**src/hdl/slk_pkg.sv**
```systemverilog
package slk_pkg;

	localparam int CAPACITY  = 64;
	localparam int KEY_BYTES = 8;

	localparam int KEY_W   = 64;
	localparam int SCORE_W = 14;
	localparam int TOTAL_W = 20;
	localparam int IDX_W   = (CAPACITY > 1) ? $clog2(CAPACITY) : 1;
	localparam int CNT_W   = $clog2(CAPACITY + 1);

	localparam int POS_OUT_W = 6;
	localparam int CNT_OUT_W = 7;

	localparam logic [KEY_W-1:0] KEY_MASK = {KEY_W{1'b1}} >> (KEY_W - 8 * KEY_BYTES);
	localparam logic [SCORE_W-1:0] SCORE_MAX = SCORE_W'(10000);

	localparam logic [2:0] ST_INSERTED  = 3'd0;
	localparam logic [2:0] ST_DUPLICATE = 3'd1;
	localparam logic [2:0] ST_DELETED   = 3'd2;
	localparam logic [2:0] ST_NOT_FOUND = 3'd3;
	localparam logic [2:0] ST_FULL      = 3'd4;
	localparam logic [2:0] ST_BAD_SCORE = 3'd5;

	localparam logic REQ_INSERT = 1'b0;
	localparam logic REQ_DELETE = 1'b1;

	typedef struct packed {
		logic [KEY_W-1:0]   key;
		logic [SCORE_W-1:0] score;
		logic               gender;
	} rec_t;

	// Per-cycle commands broadcast to every cell of the row.
	typedef struct packed {
		logic cmp;
		logic ins;
		logic del;
	} cell_ctl_t;

endpackage

```
**src/hdl/slk_cell.sv**
```systemverilog
module slk_cell
	import slk_pkg::*;
(
	input  logic             clk,
	input  cell_ctl_t        ctl,
	input  logic [KEY_W-1:0] req_key,
	input  rec_t             new_rec,
	input  logic             occupied,
	input  logic             ge_prev,
	input  rec_t             left_rec,
	input  rec_t             right_rec,
	output rec_t             rec,
	output logic             ge,
	output logic             eq
);

	rec_t rec_q;
	logic ge_q;
	logic eq_q;

	// An empty cell counts as holding a key above every other, so the
	// greater-or-equal flags always form a step along the row.
	always_ff @(posedge clk) begin
		if (ctl.cmp) begin
			ge_q <= occupied ? (rec_q.key >= req_key) : 1'b1;
			eq_q <= occupied && (rec_q.key == req_key);
		end
	end

	always_ff @(posedge clk) begin
		if (ctl.ins) begin
			if (ge_prev) begin
				rec_q <= left_rec;
			end else if (ge_q) begin
				rec_q <= new_rec;
			end
		end else if (ctl.del) begin
			if (ge_q) begin
				rec_q <= right_rec;
			end
		end
	end

	assign rec = rec_q;
	assign ge  = ge_q;
	assign eq  = eq_q;

endmodule

```
**config.mk**
```make
export PLATFORM = sky130hd
export DESIGN_NAME = slk_cell
export DESIGN_NICKNAME = d
export VERILOG_FILES = /design/src/hdl/slk_pkg.sv /design/src/hdl/slk_cell.sv
export SDC_FILE = /design/constraint.sdc
export NUM_CORES = 1
export LEC_CHECK = 0
export ABC_AREA = 1
export BUFFER_PORTS_ARGS = -buffer_cell sky130_fd_sc_hd__clkbuf_2
export CORE_AREA = 2 2 150 152
export CTS_BUF_LIST = sky130_fd_sc_hd__clkbuf_16
export DETAILED_ROUTE_END_ITERATION = 12
export DIE_AREA = 0 0 152 154
export PLACE_DENSITY = 0.56
export SETUP_SLACK_MARGIN = 0.05
export SLEW_MARGIN = 20
export SYNTH_ARGS = -nofsm -noshare
export SYNTH_HDL_FRONTEND = slang
export SYNTH_SLANG_ARGS = --single-unit
export TNS_END_PERCENT = 50
```
**constraint.sdc**
```tcl
create_clock -name clk -period 4.3 [get_ports clk]
set_input_delay 0.43 -clock clk [delete_from_list [all_inputs] [get_ports clk]]
set_output_delay 0.43 -clock clk [all_outputs]
set_load 0.03 [all_outputs]
```
* After elaboration in Yosys (flattened, before gate mapping) *
Index checks and enable logic that the tools add are counted.

cells by class
  $add $sub $neg = 0
  multiply operators = 0
  div/mod/pow operators = 0
  order comparisons = 1
  eq/ne operators = 1
  shifts and indexed selects = 0
  muxes and demuxes = 5
  bitwise gates (word level) = 0
  reductions and logical operators = 5

operator list
  kind               count
  $mux 79            5
  $eq 64x64->1       1
  $ge 64x64->1       1
  $reduce_bool 2->1  3
  $reduce_and 3->1   1
  $logic_and 1x1->1  1

word-level totals
  bits in registers = 81
  bits in latches = 0
  memory bits (writable) = 0
  memory bits (read-only) = 0
  input bits = 307
  memories kept = 0

* Depth between registers and ports, before layout *
  depth after elaboration = 3
  depth in mapped cells = 15
  depth with buffers taken out = 15

* Worst setup path after synthesis *
Ideal clock, no wire load.

  path type = input to register
  start point = input ctl[1] (netlist name)
  end point = register rec_q, in the netlist rec[0] (enable)
  setup time = 0.439 ns
  arrival = 2.658 ns
  required time = 3.861 ns
  setup slack = 1.202 ns
  stages on the path = 4
  cell sequence = buf_2 > clkbuf_1 > o21ai_0 > nand2_1

on the way
  cells in the longest elaborated chain, start to end = 2

RTL lines
  element                         line            text
  start, declared                 slk_cell.sv:5   input cell_ctl_t ctl,
  $reduce_bool 2->1 (no line)     n/a
  $reduce_and 3->1 (no line) (*)  n/a
  end signal, assigned            slk_cell.sv:33  rec_q <= left_rec;
  end signal, assigned            slk_cell.sv:35  rec_q <= new_rec;
  end signal, assigned            slk_cell.sv:39  rec_q <= right_rec;
  end, declared                   slk_cell.sv:17  rec_t rec_q;

Every way passes the cells marked *; elsewhere a longest branch is shown, timed or not.
A chain may end at the register's enable or synchronous reset.

* Worst setup path after layout *
  start point = input ge_prev
  end point = register rec_q, in the netlist rec[55] (data pin)

on the way
  cells in the longest elaborated chain, start to end = 2

RTL lines
  element          line            text
  start, declared  slk_cell.sv:9   input logic ge_prev,
  $mux 79          slk_cell.sv:32  if (ge_prev) begin
  $mux 79          slk_cell.sv:31  if (ctl.ins) begin

No other way between the ends.

==> results by group <==
Status
  • Status: complete, no violations

Floorplanning
  • Rows: 54
  • Initial Utilization: 0.266
  • Die ar.: 0.0234 mm^2
  • Core region area: 0.0217 mm^2
  • Die width: 152 um
  • IO Pins: 388
  • Die H: 154 um

Route
  • ANT nets after route: 0
  • Wirelength per Cell: 14.2 um
  • DR pass1 iterations: 4
  • DR vias: 6153
  • Via density: 4.46
  • Total length of routed wires: 19600 um
  • DRC: 0
  • 1st-iter DRT viols: 333

Power
  • Power Density: 309 mW/mm^2
  • Maximum vdd drop: 195 uV
  • Leakage power: 4.39 nW

Hold path
  • Hold path depth: 1
  • Worst hold path type: input pin to flip-flop
  • Hold path startpoint: ctl[2]

Critical path
  • Reg-to-reg critical path startpoint: rec[44]
  • Critical Path RT: 4.45 ns
  • Slowest CP cell: buf_4
  • CP endpoint: rec[55]
  • Worst r2r dst: ge
  • Setup crit end kind: flip-flop
  • Largest stage delay, worst path: 0.51 ns
  • Crit-path leading delay family: buffers and inverters
  • WS Path Type: input pin to flip-flop
  • Buffers and inverters on the worst path: 3
  • Worst Path Arrival: 1.92 ns
  • Startpoint Class: input pin
  • Critical path depth in cells: 5
  • Critical path origin: ge_prev
  • Worst R2R Path Depth: 8
  • Crit path cell chain: buf_2 > inv_2 > buf_4 > nand2_1 > a31oi_1
  • Critical path fanouts, max: 45
  • Internal reg-to-reg setup slack: 2.56 ns

Final layout
  • Fin nets: 1467
  • Design Area, Final: 0.00823 mm^2
  • Share of cells above drive strength 1: 0.382
  • Area Overhead vs Synth: 42.8%
  • Fillcell total: 2336
  • Fin cells: 1381

Placement
  • Port Buffer Count: 387
  • Dpl ws: 1.92 ns
  • Routability Congestion: 0.895
  • Post-DP Area: 0.00794 mm^2
  • Final HPWL DP: 16300 um
  • # placed instances: 1365

Clock tree
  • Htree depth: 3
  • Clock Sink Count: 81
  • Post-cts sizing count: 0
  • CTS tree: built
  • Root Buffer: clkbuf_16
  • Setup bufs post-CTS: 0
  • Cts hold-fix bufs: 0
  • Worst-path clk slew: 0.06 ns
  • Number of CTS-inserted buffers: 9
  • Clock Latency Late Sink: 0.34 ns
  • Clock Tree Buf Depth: 2

Global routing
  • Vias in the first global route: 5904
  • Largest net degree at the start of global routing: 80
  • Total GRT Usage: 0.162
  • GR Overflow Total: 0
  • First-pass GRT wire length: 30000 um
  • Initial antenna violation count: 1

Yosys
  • Mapped Avg Cell Area: 7.92 um^2
  • Synth top area share: 0.422
  • Syn_nets: 1099
  • Yosys warning total: 0
  • Dominant cell type by area after synthesis: edfxtp_1
  • Cells after Synth: 728
  • Mapped Area: 0.00577 mm^2
  • Fraction of registers with async set/reset: 0
  • Post-synth top flop: edfxtp_1
  • Most frequent cell after synthesis: nand2_1
  • Synth Register Bits: 81
  • Post-synth EDFFs: 81
  • Seq/Total Area, Yosys: 0.422
  • Commonest cells post-synth: nand2_1, nor2_1, edfxtp_1
  • Dominant cells by area after synthesis: edfxtp_1, nand2_1, ha_1, a31oi_1, nor2_1
  • Synth cell types: 25

STA
  • Final worst slack: 2.53 ns
  • Min cycle time layout: 1.77 ns
  • Unrepaired setup endpoints after global routing: false
  • Fmax: 0.564 GHz
  • Worst-margin pin slew: 0.705 ns
  • Hold slack: 0.322 ns
  • Final Skew: 0.00827 ns
  • Final setup vio count: 0
  • Max Slew Vio Count: 0
  • Setup TNS Final: 0 ns
  • Slew headroom: 0.530
  • Tcrit/Tclk final: 0.412
  • Fin. Hold Viols: 0

Flow run
  • Max cap viols: 0
## routing by layer
metal | vias up | global-route usage | routed length [um]
li1 | 3176 | - | -
met4 | 0 | 0.0521 | 456
met1 | 2734 | 0.189 | 7940
met3 | 25 | 0.0445 | 1260
met5 | - | 0 | 0
met2 | 218 | 0.289 | 9900
## cell usage in the layout, fill, tap and decap left out, drive strengths merged
cell | synthesis | routed
diode | 0 | 1
o21a | 2 | 2
bufinv | 0 | 1
buf | 22 | 7
ha | 64 | 64
and2 | 3 | 3
nand4 | 5 | 5
a21oi | 26 | 26
edfxtp | 81 | 81
nand3 | 8 | 8
a31oi | 79 | 79
clkbuf | 13 | 394
clkinvlp | 0 | 3
clkinv | 0 | 1
a21o | 2 | 2
o21ai | 7 | 7
nand2 | 227 | 227
nor2 | 104 | 104
inv | 84 | 85
a211oi | 1 | 1
## registers in the layout (all words and copies together), names as in the netlist
signal / flops
eq: 1
ge: 1
rec: 79
## through the flow
| step | util | power [mW] |
|---|---|---|
| global placement | 0.366 | 1.80 |
| CTS | 0.379 | 2.59 |
| finish | 0.380 | 2.54 |
| global route | 0.380 | 2.71 |
| detailed placement | 0.366 | 1.81 |
| floorplan | - | 1.50 |
## area by class of cell
| cell class | instances | area (um^2) | share of cell area |
|---|---|---|---|
| Antenna cell | 1 | 2.50 | 0.000304 |
| Clock buffer | 9 | 225 | 0.0274 |
| Clock inverter | 6 | 61.3 | 0.00745 |
| Inverter | 84 | 315 | 0.0383 |
| Multi-Input combinational cell | 528 | 2870 | 0.349 |
| Sequential cell | 81 | 2430 | 0.295 |
| Tap cell | 280 | 350 | 0.0425 |
| Timing Repair Buffer | 392 | 1980 | 0.240 |
## report_power, final
group          switching (mW)  total (mW)  internal (mW)
Sequential             0.0462        1.02          0.977
Combinational           0.473       0.758          0.286
Clock                   0.317       0.761          0.444
## logic make-up after synthesis
logic type,count (synthesis),share of synthesized area
AO/OA/AOI/OAI,117,0.121
adder cells (fa/ha/maj),64,0.139
buffers and inverters,119,0.0831
flip-flops,81,0.422
AND/OR/NAND/NOR,347,0.235
## worst min path at each step
stage	to
final	ge
after global routing	ge
after CTS	ge
after detailed placement	ge
after global placement	eq
after floorplan	eq
(Power assumes the default switching activity.)
